File: src/sorted_multiset_list_core_assert.svh
// Assertion macros shared by the sorted multiset list RTL.
// Needs a clock named clk and an active-low reset named arst_n in scope.
`ifndef SORTED_MULTISET_LIST_CORE_ASSERT_SVH
`define SORTED_MULTISET_LIST_CORE_ASSERT_SVH

`ifndef ASSERT_OFF
// Property must hold at every clock edge out of reset.
`define SML_ASSERT(lbl, prop, msg) \
	lbl: assert property (@(posedge clk) disable iff (!arst_n) prop) \
		else $error(msg);
// Condition must never be seen at a clock edge out of reset.
`define SML_ASSERT_NEVER(lbl, cond, msg) \
	lbl: assert property (@(posedge clk) disable iff (!arst_n) !(cond)) \
		else $error(msg);
`else
`define SML_ASSERT(lbl, prop, msg)
`define SML_ASSERT_NEVER(lbl, cond, msg)
`endif

`endif

File: src/sml_pkg.sv
// Package for the sorted multiset list: sizes, codes, states and structs.
// Used by every file of the block but the assertion header; depends on nothing.
package sml_pkg;

	// Storage sizes
	localparam int CAPACITY  = 32;
	localparam int MAX_VALUE = 13;
	localparam int ADDR_W    = $clog2(CAPACITY);
	localparam int CNT_W     = $clog2(CAPACITY + 1);
	localparam int CIDX_W    = $clog2(MAX_VALUE);

	// Field widths
	localparam int CMD_W      = 2;
	localparam int VAL_W      = 4;
	localparam int STATUS_W   = 3;
	localparam int LIMIT_W    = 6;
	localparam int COPY_W     = 3;
	localparam int CFG_IDX_W  = 2;
	localparam int CFG_DATA_W = LIMIT_W;
	localparam int LIM_CMP_W  = (LIMIT_W > CNT_W) ? LIMIT_W : CNT_W;

	// Register reset values
	localparam logic [LIMIT_W-1:0] RESET_LIST_LIMIT = LIMIT_W'(20);
	localparam logic [COPY_W-1:0]  RESET_COPY_LIMIT = COPY_W'(4);

	typedef enum logic [CMD_W-1:0] {
		CMD_INSERT = 2'd0,
		CMD_REMOVE = 2'd1,
		CMD_READ   = 2'd2
	} cmd_t;

	typedef enum logic [STATUS_W-1:0] {
		STAT_OK       = 3'd0,
		STAT_FULL     = 3'd1,
		STAT_INVALID  = 3'd2,
		STAT_COPY     = 3'd3,
		STAT_NOT_HELD = 3'd4,
		STAT_EMPTY    = 3'd5
	} status_t;

	typedef enum logic [CFG_IDX_W-1:0] {
		REG_LIST_LIMIT = 2'd0,
		REG_COPY_LIMIT = 2'd1
	} reg_idx_t;

	typedef enum logic [2:0] {
		ST_IDLE,
		ST_CHECK,
		ST_INS_CMP,
		ST_INS_PUT,
		ST_RM_RUN,
		ST_RD_EMIT,
		ST_RESP
	} state_t;

	// Effective limits handed to the sequencer
	typedef struct packed {
		logic [CNT_W-1:0]  lim;
		logic [COPY_W-1:0] copy_limit;
	} sml_cfg_t;

	// One result item
	typedef struct packed {
		status_t          status;
		logic [VAL_W-1:0] entry;
		logic             last;
	} sml_res_t;

	// Entry memory access for one cycle
	typedef struct packed {
		logic              we;
		logic [ADDR_W-1:0] waddr;
		logic [VAL_W-1:0]  wdata;
		logic              re;
		logic [ADDR_W-1:0] raddr;
	} sml_ram_req_t;

endpackage

File: src/sml_intf.sv
// Handshake interfaces for the command, result and configuration channels.
// Depends on sml_pkg for the field widths.
interface sml_req_if;
	logic                      valid;
	logic                      ready;
	logic [sml_pkg::CMD_W-1:0] cmd;
	logic [sml_pkg::VAL_W-1:0] value;

	modport source(output valid, cmd, value, input ready);
	modport sink(input valid, cmd, value, output ready);
endinterface

interface sml_rsp_if;
	logic                         valid;
	logic                         ready;
	logic [sml_pkg::STATUS_W-1:0] status;
	logic [sml_pkg::VAL_W-1:0]    entry;
	logic                         last;

	modport source(output valid, status, entry, last, input ready);
	modport sink(input valid, status, entry, last, output ready);
endinterface

interface sml_cfg_if;
	logic                           valid;
	logic                           ready;
	logic [sml_pkg::CFG_IDX_W-1:0]  index;
	logic [sml_pkg::CFG_DATA_W-1:0] data;

	modport source(output valid, index, data, input ready);
	modport sink(input valid, index, data, output ready);
endinterface

File: src/sml_ram.sv
// Entry memory of the sorted list: one write port and one registered read port.
// Depends on sml_pkg for its depth, widths and access struct.
module sml_ram (
	input  logic                      clk,
	input  sml_pkg::sml_ram_req_t     req,
	output logic [sml_pkg::VAL_W-1:0] rdata
);

	logic [sml_pkg::VAL_W-1:0] mem_q [sml_pkg::CAPACITY];
	logic [sml_pkg::VAL_W-1:0] rdata_q;

	// Write and registered read; the read data holds until the next read.
	always_ff @(posedge clk) begin
		if (req.we) begin
			mem_q[req.waddr] <= req.wdata;
		end
		if (req.re) begin
			rdata_q <= mem_q[req.raddr];
		end
	end

	assign rdata = rdata_q;

endmodule

File: src/sml_seq.sv
// Command sequencer: checks, shifts and scans the entry memory one entry a cycle, a read
// holding while res_ready is low, and keeps the entry total and the per-value counts. Depends on sml_pkg.
`include "sorted_multiset_list_core_assert.svh"

module sml_seq (
	input  logic                        clk,
	input  logic                        arst_n,
	input  logic                        req_valid,
	input  logic [sml_pkg::CMD_W-1:0]   req_cmd,
	input  logic [sml_pkg::VAL_W-1:0]   req_value,
	output logic                        req_ready,
	input  sml_pkg::sml_cfg_t           cfg,
	output logic                        res_valid,
	output sml_pkg::sml_res_t           res,
	input  logic                        res_ready,
	output sml_pkg::sml_ram_req_t       ram_req,
	input  logic [sml_pkg::VAL_W-1:0]   ram_rdata
);

	sml_pkg::state_t                  state_q, state_d;
	logic [sml_pkg::CMD_W-1:0]        op_q;
	logic [sml_pkg::VAL_W-1:0]        val_q;
	logic [sml_pkg::CNT_W-1:0]        total_q;
	logic [sml_pkg::COPY_W-1:0]       counts_q [sml_pkg::MAX_VALUE];
	logic [sml_pkg::CNT_W-1:0]        p_q, p_d;
	logic                             found_q, found_d;
	sml_pkg::status_t                 status_q, status_d;

	logic [sml_pkg::VAL_W-1:0]        val_m1;
	logic [sml_pkg::CIDX_W-1:0]       cidx;
	logic                             val_ok;
	logic [sml_pkg::COPY_W-1:0]       cur_cnt;
	logic [sml_pkg::CNT_W-1:0]        p_m1, p_m2, p_p1, tot_m1;
	logic                             rd_last;
	logic                             commit;

	// Value decode and counter lookup for the latched command
	assign val_m1  = val_q - sml_pkg::VAL_W'(1);
	assign cidx    = val_m1[sml_pkg::CIDX_W-1:0];
	assign val_ok  = (val_q != '0) && (val_q <= sml_pkg::VAL_W'(sml_pkg::MAX_VALUE));
	assign cur_cnt = val_ok ? counts_q[cidx] : '0;

	// Position arithmetic around the walking pointer
	assign p_m1    = p_q - sml_pkg::CNT_W'(1);
	assign p_m2    = p_q - sml_pkg::CNT_W'(2);
	assign p_p1    = p_q + sml_pkg::CNT_W'(1);
	assign tot_m1  = total_q - sml_pkg::CNT_W'(1);
	assign rd_last = (p_q == tot_m1);

	// The total and counts of a successful insert or remove change when its result is handed over.
	assign commit = (state_q == sml_pkg::ST_RESP) && res_ready &&
	                (status_q == sml_pkg::STAT_OK);

	// Next state, memory access and result
	always_comb begin
		state_d   = state_q;
		p_d       = p_q;
		found_d   = found_q;
		status_d  = status_q;
		ram_req   = '0;
		req_ready = 1'b0;
		res_valid = 1'b0;
		res       = '{status: status_q, entry: '0, last: 1'b1};

		unique case (state_q)
			sml_pkg::ST_IDLE: begin
				req_ready = 1'b1;
				if (req_valid) begin
					state_d = sml_pkg::ST_CHECK;
				end
			end

			sml_pkg::ST_CHECK: begin
				unique case (op_q)
					sml_pkg::CMD_INSERT: begin
						state_d = sml_pkg::ST_RESP;
						if (total_q >= cfg.lim) begin
							status_d = sml_pkg::STAT_FULL;
						end else if (!val_ok) begin
							status_d = sml_pkg::STAT_INVALID;
						end else if (cur_cnt >= cfg.copy_limit) begin
							status_d = sml_pkg::STAT_COPY;
						end else if (total_q == '0) begin
							ram_req.we    = 1'b1;
							ram_req.waddr = '0;
							ram_req.wdata = val_q;
							status_d      = sml_pkg::STAT_OK;
						end else begin
							// Start at the tail and walk down past larger entries.
							ram_req.re    = 1'b1;
							ram_req.raddr = tot_m1[sml_pkg::ADDR_W-1:0];
							p_d           = total_q;
							state_d       = sml_pkg::ST_INS_CMP;
						end
					end
					sml_pkg::CMD_REMOVE: begin
						state_d = sml_pkg::ST_RESP;
						if (total_q == '0) begin
							status_d = sml_pkg::STAT_EMPTY;
						end else if (!val_ok) begin
							status_d = sml_pkg::STAT_INVALID;
						end else if (cur_cnt == '0) begin
							status_d = sml_pkg::STAT_NOT_HELD;
						end else begin
							ram_req.re    = 1'b1;
							ram_req.raddr = '0;
							p_d           = '0;
							found_d       = 1'b0;
							state_d       = sml_pkg::ST_RM_RUN;
						end
					end
					sml_pkg::CMD_READ: begin
						if (total_q == '0) begin
							status_d = sml_pkg::STAT_EMPTY;
							state_d  = sml_pkg::ST_RESP;
						end else begin
							ram_req.re    = 1'b1;
							ram_req.raddr = '0;
							p_d           = '0;
							state_d       = sml_pkg::ST_RD_EMIT;
						end
					end
					default: begin
						// Unused command: no result, no change.
						state_d = sml_pkg::ST_IDLE;
					end
				endcase
			end

			sml_pkg::ST_INS_CMP: begin
				// Read data is the entry just below position p.
				if (ram_rdata > val_q) begin
					ram_req.we    = 1'b1;
					ram_req.waddr = p_q[sml_pkg::ADDR_W-1:0];
					ram_req.wdata = ram_rdata;
					p_d           = p_m1;
					if (p_q > sml_pkg::CNT_W'(1)) begin
						ram_req.re    = 1'b1;
						ram_req.raddr = p_m2[sml_pkg::ADDR_W-1:0];
					end else begin
						state_d = sml_pkg::ST_INS_PUT;
					end
				end else begin
					ram_req.we    = 1'b1;
					ram_req.waddr = p_q[sml_pkg::ADDR_W-1:0];
					ram_req.wdata = val_q;
					status_d      = sml_pkg::STAT_OK;
					state_d       = sml_pkg::ST_RESP;
				end
			end

			sml_pkg::ST_INS_PUT: begin
				ram_req.we    = 1'b1;
				ram_req.waddr = p_q[sml_pkg::ADDR_W-1:0];
				ram_req.wdata = val_q;
				status_d      = sml_pkg::STAT_OK;
				state_d       = sml_pkg::ST_RESP;
			end

			sml_pkg::ST_RM_RUN: begin
				// Single pass: once the match is seen, each later entry moves down one.
				if (found_q) begin
					ram_req.we    = 1'b1;
					ram_req.waddr = p_m1[sml_pkg::ADDR_W-1:0];
					ram_req.wdata = ram_rdata;
				end
				found_d = found_q | (ram_rdata == val_q);
				if (rd_last) begin
					status_d = found_d ? sml_pkg::STAT_OK : sml_pkg::STAT_NOT_HELD;
					state_d  = sml_pkg::ST_RESP;
				end else begin
					ram_req.re    = 1'b1;
					ram_req.raddr = p_p1[sml_pkg::ADDR_W-1:0];
					p_d           = p_p1;
				end
			end

			sml_pkg::ST_RD_EMIT: begin
				res_valid = 1'b1;
				res       = '{status: sml_pkg::STAT_OK, entry: ram_rdata, last: rd_last};
				if (res_ready) begin
					if (rd_last) begin
						state_d = sml_pkg::ST_IDLE;
					end else begin
						ram_req.re    = 1'b1;
						ram_req.raddr = p_p1[sml_pkg::ADDR_W-1:0];
						p_d           = p_p1;
					end
				end
			end

			sml_pkg::ST_RESP: begin
				res_valid = 1'b1;
				if (res_ready) begin
					state_d = sml_pkg::ST_IDLE;
				end
			end

			default: begin
				state_d = sml_pkg::ST_IDLE;
			end
		endcase
	end

	// Sequencer control registers
	always_ff @(posedge clk or negedge arst_n) begin
		if (!arst_n) begin
			state_q  <= sml_pkg::ST_IDLE;
			p_q      <= '0;
			found_q  <= 1'b0;
			status_q <= sml_pkg::STAT_OK;
		end else begin
			state_q  <= state_d;
			p_q      <= p_d;
			found_q  <= found_d;
			status_q <= status_d;
		end
	end

	// Latched command
	always_ff @(posedge clk) begin
		if ((state_q == sml_pkg::ST_IDLE) && req_valid) begin
			op_q  <= req_cmd;
			val_q <= req_value;
		end
	end

	// Entry total and per-value counts
	always_ff @(posedge clk or negedge arst_n) begin
		if (!arst_n) begin
			total_q <= '0;
			for (int i = 0; i < sml_pkg::MAX_VALUE; i++) begin
				counts_q[i] <= '0;
			end
		end else if (commit) begin
			unique case (op_q)
				sml_pkg::CMD_INSERT: begin
					total_q        <= total_q + sml_pkg::CNT_W'(1);
					counts_q[cidx] <= counts_q[cidx] + sml_pkg::COPY_W'(1);
				end
				sml_pkg::CMD_REMOVE: begin
					total_q        <= tot_m1;
					counts_q[cidx] <= counts_q[cidx] - sml_pkg::COPY_W'(1);
				end
				default: begin
				end
			endcase
		end
	end

	`SML_ASSERT_NEVER(a_ins_pos_zero, (state_q == sml_pkg::ST_INS_CMP) && (p_q == '0), "insert shift reached position zero without a compare")
	`SML_ASSERT(a_rm_in_range, (state_q == sml_pkg::ST_RM_RUN) |-> (p_q < total_q), "remove scan ran past the list end")
	`SML_ASSERT(a_rd_advance, ((state_q == sml_pkg::ST_RD_EMIT) && res_ready && !rd_last) |=> ((state_q == sml_pkg::ST_RD_EMIT) && (p_q == $past(p_p1))), "read stream skipped or repeated an entry")
	`SML_ASSERT(a_total_commit, !$stable(total_q) |-> $past(commit), "entry total changed outside a result transfer")

endmodule

File: src/sorted_multiset_list_core.sv
// Top level of the sorted multiset list: configuration registers, output register,
// sequencer and entry memory. Depends on sml_pkg, the sml interfaces, sml_seq and sml_ram.
// Usage:
//   req carries one command (insert, remove or read) with a value. It is taken only
//   while the sequencer is idle; a command is one transfer.
//   rsp carries results. Insert and remove answer with one result (status, last set).
//   Read answers with one result per held entry in ascending order, last on the final
//   one, or a single empty result when nothing is held. Command 3 gives no result.
//   cfg writes list_limit (index 0) and copy_limit (index 1); it is always ready and
//   other indexes are dropped. Write it only while no command is in progress.
// Command steps:
//   A refused command is taken, checked and answered. An insert also shifts each larger
//   entry up and places the value, a remove scans the entries and moves each one after
//   the match down, and a read sends each entry. Results reach rsp via the output register.
// Reset:
//   arst_n empties the list, clears all counts and loads limits 20 and 4. The entry
//   memory itself is not cleared; no entry is read before it is written.
// Stalls:
//   A result waits in the output register while rsp.ready is low; the sequencer
//   holds a step that hands over a result until the register frees up.
module sorted_multiset_list_core (
	input  logic        clk,
	input  logic        arst_n,
	sml_req_if.sink     req,
	sml_rsp_if.source   rsp,
	sml_cfg_if.sink     cfg
);

	logic [sml_pkg::LIMIT_W-1:0]   list_limit_q;
	logic [sml_pkg::COPY_W-1:0]    copy_limit_q;
	logic [sml_pkg::LIM_CMP_W-1:0] limit_ext;
	sml_pkg::sml_cfg_t             seq_cfg;

	logic                          res_valid;
	logic                          res_ready;
	sml_pkg::sml_res_t             res;
	logic                          out_valid_q;
	sml_pkg::sml_res_t             out_res_q;

	sml_pkg::sml_ram_req_t         ram_req;
	logic [sml_pkg::VAL_W-1:0]     ram_rdata;

	// Configuration registers
	assign cfg.ready = 1'b1;

	always_ff @(posedge clk or negedge arst_n) begin
		if (!arst_n) begin
			list_limit_q <= sml_pkg::RESET_LIST_LIMIT;
			copy_limit_q <= sml_pkg::RESET_COPY_LIMIT;
		end else if (cfg.valid) begin
			unique case (cfg.index)
				sml_pkg::REG_LIST_LIMIT: list_limit_q <= cfg.data;
				sml_pkg::REG_COPY_LIMIT: copy_limit_q <= cfg.data[sml_pkg::COPY_W-1:0];
				default: begin
				end
			endcase
		end
	end

	// Effective list limit is the smaller of the register and the capacity.
	assign limit_ext = sml_pkg::LIM_CMP_W'(list_limit_q);
	assign seq_cfg.lim = (limit_ext < sml_pkg::LIM_CMP_W'(sml_pkg::CAPACITY)) ?
	                     sml_pkg::CNT_W'(list_limit_q) : sml_pkg::CNT_W'(sml_pkg::CAPACITY);
	assign seq_cfg.copy_limit = copy_limit_q;

	sml_seq u_seq (
		.clk       (clk),
		.arst_n    (arst_n),
		.req_valid (req.valid),
		.req_cmd   (req.cmd),
		.req_value (req.value),
		.req_ready (req.ready),
		.cfg       (seq_cfg),
		.res_valid (res_valid),
		.res       (res),
		.res_ready (res_ready),
		.ram_req   (ram_req),
		.ram_rdata (ram_rdata)
	);

	sml_ram u_ram (
		.clk   (clk),
		.req   (ram_req),
		.rdata (ram_rdata)
	);

	// Output register between the sequencer and the result channel
	assign res_ready = !out_valid_q || rsp.ready;

	always_ff @(posedge clk or negedge arst_n) begin
		if (!arst_n) begin
			out_valid_q <= 1'b0;
		end else if (res_ready) begin
			out_valid_q <= res_valid;
		end
	end

	always_ff @(posedge clk) begin
		if (res_valid && res_ready) begin
			out_res_q <= res;
		end
	end

	assign rsp.valid  = out_valid_q;
	assign rsp.status = out_res_q.status;
	assign rsp.entry  = out_res_q.entry;
	assign rsp.last   = out_res_q.last;

endmodule

File: src/flat_wrapper.sv
// flat-port wrapper written by rule: the top's interface ports become plain ports
module sorted_multiset_list_core_flat 
  (clk, arst_n, req_valid, req_cmd, req_value, req_ready, rsp_valid, rsp_status, rsp_entry, rsp_last, rsp_ready, cfg_valid, cfg_index, cfg_data, cfg_ready);
  sml_req_if req_i ();
  sml_rsp_if rsp_i ();
  sml_cfg_if cfg_i ();
  input  logic clk;
  input  logic arst_n;
  input wire logic [$bits(req_i.valid)-1:0] req_valid;
  input wire logic [$bits(req_i.cmd)-1:0] req_cmd;
  input wire logic [$bits(req_i.value)-1:0] req_value;
  output wire logic [$bits(req_i.ready)-1:0] req_ready;
  output wire logic [$bits(rsp_i.valid)-1:0] rsp_valid;
  output wire logic [$bits(rsp_i.status)-1:0] rsp_status;
  output wire logic [$bits(rsp_i.entry)-1:0] rsp_entry;
  output wire logic [$bits(rsp_i.last)-1:0] rsp_last;
  input wire logic [$bits(rsp_i.ready)-1:0] rsp_ready;
  input wire logic [$bits(cfg_i.valid)-1:0] cfg_valid;
  input wire logic [$bits(cfg_i.index)-1:0] cfg_index;
  input wire logic [$bits(cfg_i.data)-1:0] cfg_data;
  output wire logic [$bits(cfg_i.ready)-1:0] cfg_ready;
  assign req_i.valid = req_valid;
  assign req_i.cmd = req_cmd;
  assign req_i.value = req_value;
  assign req_ready = req_i.ready;
  assign rsp_valid = rsp_i.valid;
  assign rsp_status = rsp_i.status;
  assign rsp_entry = rsp_i.entry;
  assign rsp_last = rsp_i.last;
  assign rsp_i.ready = rsp_ready;
  assign cfg_i.valid = cfg_valid;
  assign cfg_i.index = cfg_index;
  assign cfg_i.data = cfg_data;
  assign cfg_ready = cfg_i.ready;
  sorted_multiset_list_core u_core (.clk(clk), .arst_n(arst_n), .req(req_i), .rsp(rsp_i), .cfg(cfg_i));
endmodule
File: config.mk
export PLATFORM = sky130hd
export DESIGN_NAME = sorted_multiset_list_core_flat
export DESIGN_NICKNAME = d
export VERILOG_FILES = /design/src/sml_pkg.sv /design/src/sml_intf.sv /design/src/sml_ram.sv /design/src/sml_seq.sv /design/src/sorted_multiset_list_core.sv /design/src/flat_wrapper.sv
export VERILOG_INCLUDE_DIRS = /design/src /design/src/src
export SDC_FILE = /design/constraint.sdc
export NUM_CORES = 1
export LEC_CHECK = 0
export BUFFER_PORTS_ARGS = -buffer_cell sky130_fd_sc_hd__clkbuf_2
export CAP_MARGIN = 15
export CORE_UTILIZATION = 45
export CTS_CLUSTER_SIZE = 40
export DETAILED_ROUTE_END_ITERATION = 12
export GPL_TIMING_DRIVEN = 0
export HOLD_SLACK_MARGIN = 0.05
export PLACE_DENSITY = 0.69
export SETUP_SLACK_MARGIN = 0.3
export SYNTH_ARGS = -nofsm -noshare
export SYNTH_HDL_FRONTEND = slang
export SYNTH_SLANG_ARGS = --single-unit
File: constraint.sdc
create_clock -name clk -period 6.15 [get_ports clk]
set_input_delay 1.23 -clock clk [delete_from_list [all_inputs] [get_ports clk]]
set_output_delay 1.23 -clock clk [all_outputs]
set_load 0.005 [all_outputs]
==> flow_metrics.py <==
metrics = {
    "clock_network": {
        "cts_tree": "built",
        "clk_root_buffer_cell": "clkbuf_16",
        "cts_buffer_depth": 3,
        "path_clk_slew_ns": 0.06,
        "clock_latency_ns": 0.54,
        "cts_sinks": 214,
        "cts_hold_buf": 0,
        "cts-buffers-inserted": 24,
        "htreeDepth": 1,
    },
    "floorplan": {
        "die_y_um": 159,
        "die_w_um": 159,
        "die_area_mm2": 0.0251,
        "rows": 56,
        "start_util": 0.464,
        "io_pins": 30,
        "core_area_mm2": 0.0238,
    },
    "route": {
        "dr.pass1.iters": 5,
        "via_per_inst": 5.91,
        "drt_iter0_drc": 820,
        "wl_per_cell_um": 19.9,
        "remaining_drc_errors": 0,
        "ant_nets": 0,
        "num_vias": 8039,
        "wl_um": 27100,
    },
    "final_layout": {
        "final_common_cell": "edfxtp_1",
        "diodes": 0,
        "multi_input_area_mm2": 0.00469,
        "final_layout_size_suffix_gt1_frac": 0.165,
        "synthToLayoutAreaGrowth_pct": 14.5,
        "fillers": 2049,
        "num-nets-final": 1074,
        "seq_area_mm2": 0.00609,
        "layout_common_cells": "edfxtp_1, nand2_1, nor2_1",
        "post-route-util": 0.531,
    },
    "timing": {
        "fin_worst_skew_ns": 0.0268,
        "final_max_slew_viol_count": 0,
        "fin_crit_sh": 0.903,
        "max_freq_ghz": 0.180,
        "rsz0062_at_grt": "false",
        "timing.slew.headroom": 0.134,
        "setup-violations-final": 0,
        "min_period_ns": 5.55,
        "hold_viol_final": 0,
        "worst_pin_slew_ns": 1.29,
    },
    "synth": {
        "synth_top_area_frac": 0.398,
        "ys.warnings.count": 0,
        "yosys.area_share.simple": 0.125,
        "avgSynthCellArea_um2": 11.6,
        "synth_seq_cells": 214,
        "syn_inst": 953,
        "synth_top_cell_by_area": "edfxtp_1",
        "synth-edff-count": 146,
        "async_flop_share": 0.318,
        "synth.distinct_cells": 89,
        "ys_dominant_reg_cell": "edfxtp_1",
        "synth-xor-area-share": 0.0215,
        "synth-seq-area-share": 0.552,
        "synth_top_family_by_area": "compound AO/OA/AOI/OAI gates",
        "synth-compound-area-share": 0.149,
        "syn-cell-area_mm2": 0.0110,
        "netlist_top_cells_area": "edfxtp_1, dfrtp_1, mux2i_1, ha_1, nand2_1",
        "synth_mux_area_frac": 0.0849,
        "synth_fa_ha_area_frac": 0.0363,
        "synth_nets": 1004,
    },
    "power": {
        "sequentialPowerShare": 0.322,
        "ir_worst_vdd_uv": 230,
        "cellLeakagePower_nw": 4.81,
        "sw_frac_of_total": 0.400,
        "power_density_mw_per_mm2": 478,
        "power.switching_mw": 2.42,
        "intPower_mw": 3.62,
        "comb_power_share": 0.453,
        "clkPwrFrac": 0.225,
        "power_mw": 6.03,
    },
    "global_routing": {
        "grt_max_degree": 54,
        "grt_pass1_vias": 7687,
        "grt-ovfl-total": 0,
        "grt_first_pass_wirelength_um": 42300,
        "antenna_found_initial": 0,
        "gr-usage-all-layers": 0.221,
    },
    "setup_path": {
        "critical_path.cell_chain": "buf_4 > clkinvlp_4 > ha_2 > clkbuf_4 > mux2_2 > o32ai_1 > o311ai_0 > nand3_1 > or2_2 > ha_1 > nor2b_1 > o21ai_2 > or4_1 > o32a_1 > o41ai_2 > and2_1 > buf_2 > a221oi_1 > o32ai_2 > a2bb2oi_1",
        "cp_slowest_stage_delay_ns": 0.58,
        "worst-setup-path-type": "flip-flop to flip-flop",
        "arrival_ns": 5.89,
        "required_ns": 6.49,
        "critical-path-slowest-cell": "or4_1",
        "crit_fanout": 10,
        "cp-start-kind": "flip-flop",
        "critPathCaptureType": "flip-flop",
    },
    "placement": {
        "gp_congestion": 0.924,
        "dp_hpwl_um": 19000,
        "portBuffers": 28,
    },
    "status": {
        "status": "finished clean",
    },
    "worst_hold_path": {
        "hp-class": "flip-flop to flip-flop",
    },
    "flow_run": {
        "drv_cap": 0,
    },
}
==> final cells by class <==
| cell class | instances | share of cell area |
|---|---|---|
| multi-input cells | 661 | 0.371 |
| well taps | 319 | 0.0316 |
| flip-flops and latches | 214 | 0.482 |
| repair buffers | 44 | 0.0270 |
| clock inverters | 9 | 0.00436 |
| plain buffers | 46 | 0.0193 |
| clock buffers | 35 | 0.0542 |
| inverters | 32 | 0.00981 |
==> final timing paths <==
| kind | startpoint | endpoint | slack, ns | depth (start not counted) |
|---|---|---|---|---|
| worst max-delay path | u_core.u_seq.val_q[0] | u_core.u_ram.rdata[3] | 0.60 | 20 |
| worst min-delay path | flip-flop | flip-flop | 0.48 | 2 |
| worst min register to register | flip-flop | flip-flop | 0.48 | 2 |
| max in group asynchronous | arst_n | u_core.limit_ext[2] | 4.95 | 2 |
| min in group asynchronous | arst_n | asynchronous set/reset pin | 0.61 | 1 |
| worst max register to register | u_core.u_seq.val_q[0] | u_core.u_ram.rdata[3] | 0.60 | 20 |
==> power by group through the flow <==
stage	combinational (mW)	sequential [mW]	clock, mW
floorplan	1.80	1.94	0
global placement	2.46	1.98	0
detailed placement	2.52	1.98	0
CTS	2.59	1.95	1.37
global route	2.96	1.96	1.43
finish	2.73	1.94	1.36
==> state kept, by name (all words and copies together) (netlist names), 4 cells and up, named ones only <==
register               cells
u_core.limit_ext           6
u_core.rsp.entry           4
u_core.u_ram.mem_q       128
u_core.u_ram.rdata         4
u_core.u_seq.counts_q     26
u_core.u_seq.p_q           6
u_core.u_seq.total_q       6
u_core.u_seq.val_q         4
==> layer usage <==
| metal | global-route usage | routed length, um | up-vias |
|---|---|---|---|
| met3 | 0.0378 | 1700 | 61 |
| met4 | 0.0815 | 891 | 0 |
| met2 | 0.346 | 12400 | 297 |
| li1 | - | - | 3742 |
| met1 | 0.307 | 12100 | 3939 |
| met5 | 0 | 0 | - |
==> synth_stat cells (22+ instances only) <==
cell type and count:
a21oi_1 33, clkbuf_1 22, dfrtp_1 65, edfxtp_1 146
ha_1 32, inv_1 31, mux2_2 27, mux2i_1 44
nand2_1 95, nand3_1 27, nor2_1 74, o21ai_0 47
==> worst max-delay path, delay by kind of cell, from the launching register on <==
| kind | cells | cell delay [ns] |
|---|---|---|
| AO/OA/AOI/OAI | 8 | 1.89 |
| adder cells (fa/ha/maj) | 2 | 0.53 |
| buffers and inverters | 4 | 0.78 |
| flip-flops | 1 | 0.37 |
| multiplexers | 1 | 0.23 |
| AND/OR/NAND/NOR | 5 | 1.57 |
==> repair_timing <==
| action | in CTS | in global routing |
|---|---|---|
| gates resized for setup | 9 | 17 |
| gates cloned | 0 | 0 |
| pin swaps | 1 | 8 |
| setup buffers | 2 | 9 |
| endpoints found under the setup margin | 100 | 36 |
==> per-stage QoR <==
stage / hold WS [ns] / cell area, um2 / setup TNS (ns) / instances / setup WS [ns]
after floorplan: 0.443 / 11000 / 0 / 953 / 1.13
after global placement: 0.456 / 11600 / -0.636 / 1300 / -0.162
after detailed placement: 0.469 / 11600 / -0.412 / 1302 / -0.126
after CTS: 0.481 / 12400 / 0 / 1348 / 0.371
after global routing: 0.513 / 12600 / 0 / 1360 / 0.312
final: 0.479 / 12600 / 0 / 1360 / 0.596
==> cells by family (layout without fill, tap and decap cells) <==
| family | after synthesis | after routing |
|---|---|---|
| buffers and inverters | 78 | 166 |
| AO/OA/AOI/OAI | 232 | 232 |
| XOR/XNOR | 27 | 27 |
| adder cells (fa/ha/maj) | 32 | 32 |
| other | 1 | 1 |
| multiplexers | 83 | 83 |
| AND/OR/NAND/NOR | 286 | 286 |
| flip-flops | 214 | 214 |
(Power assumes the default switching activity.)
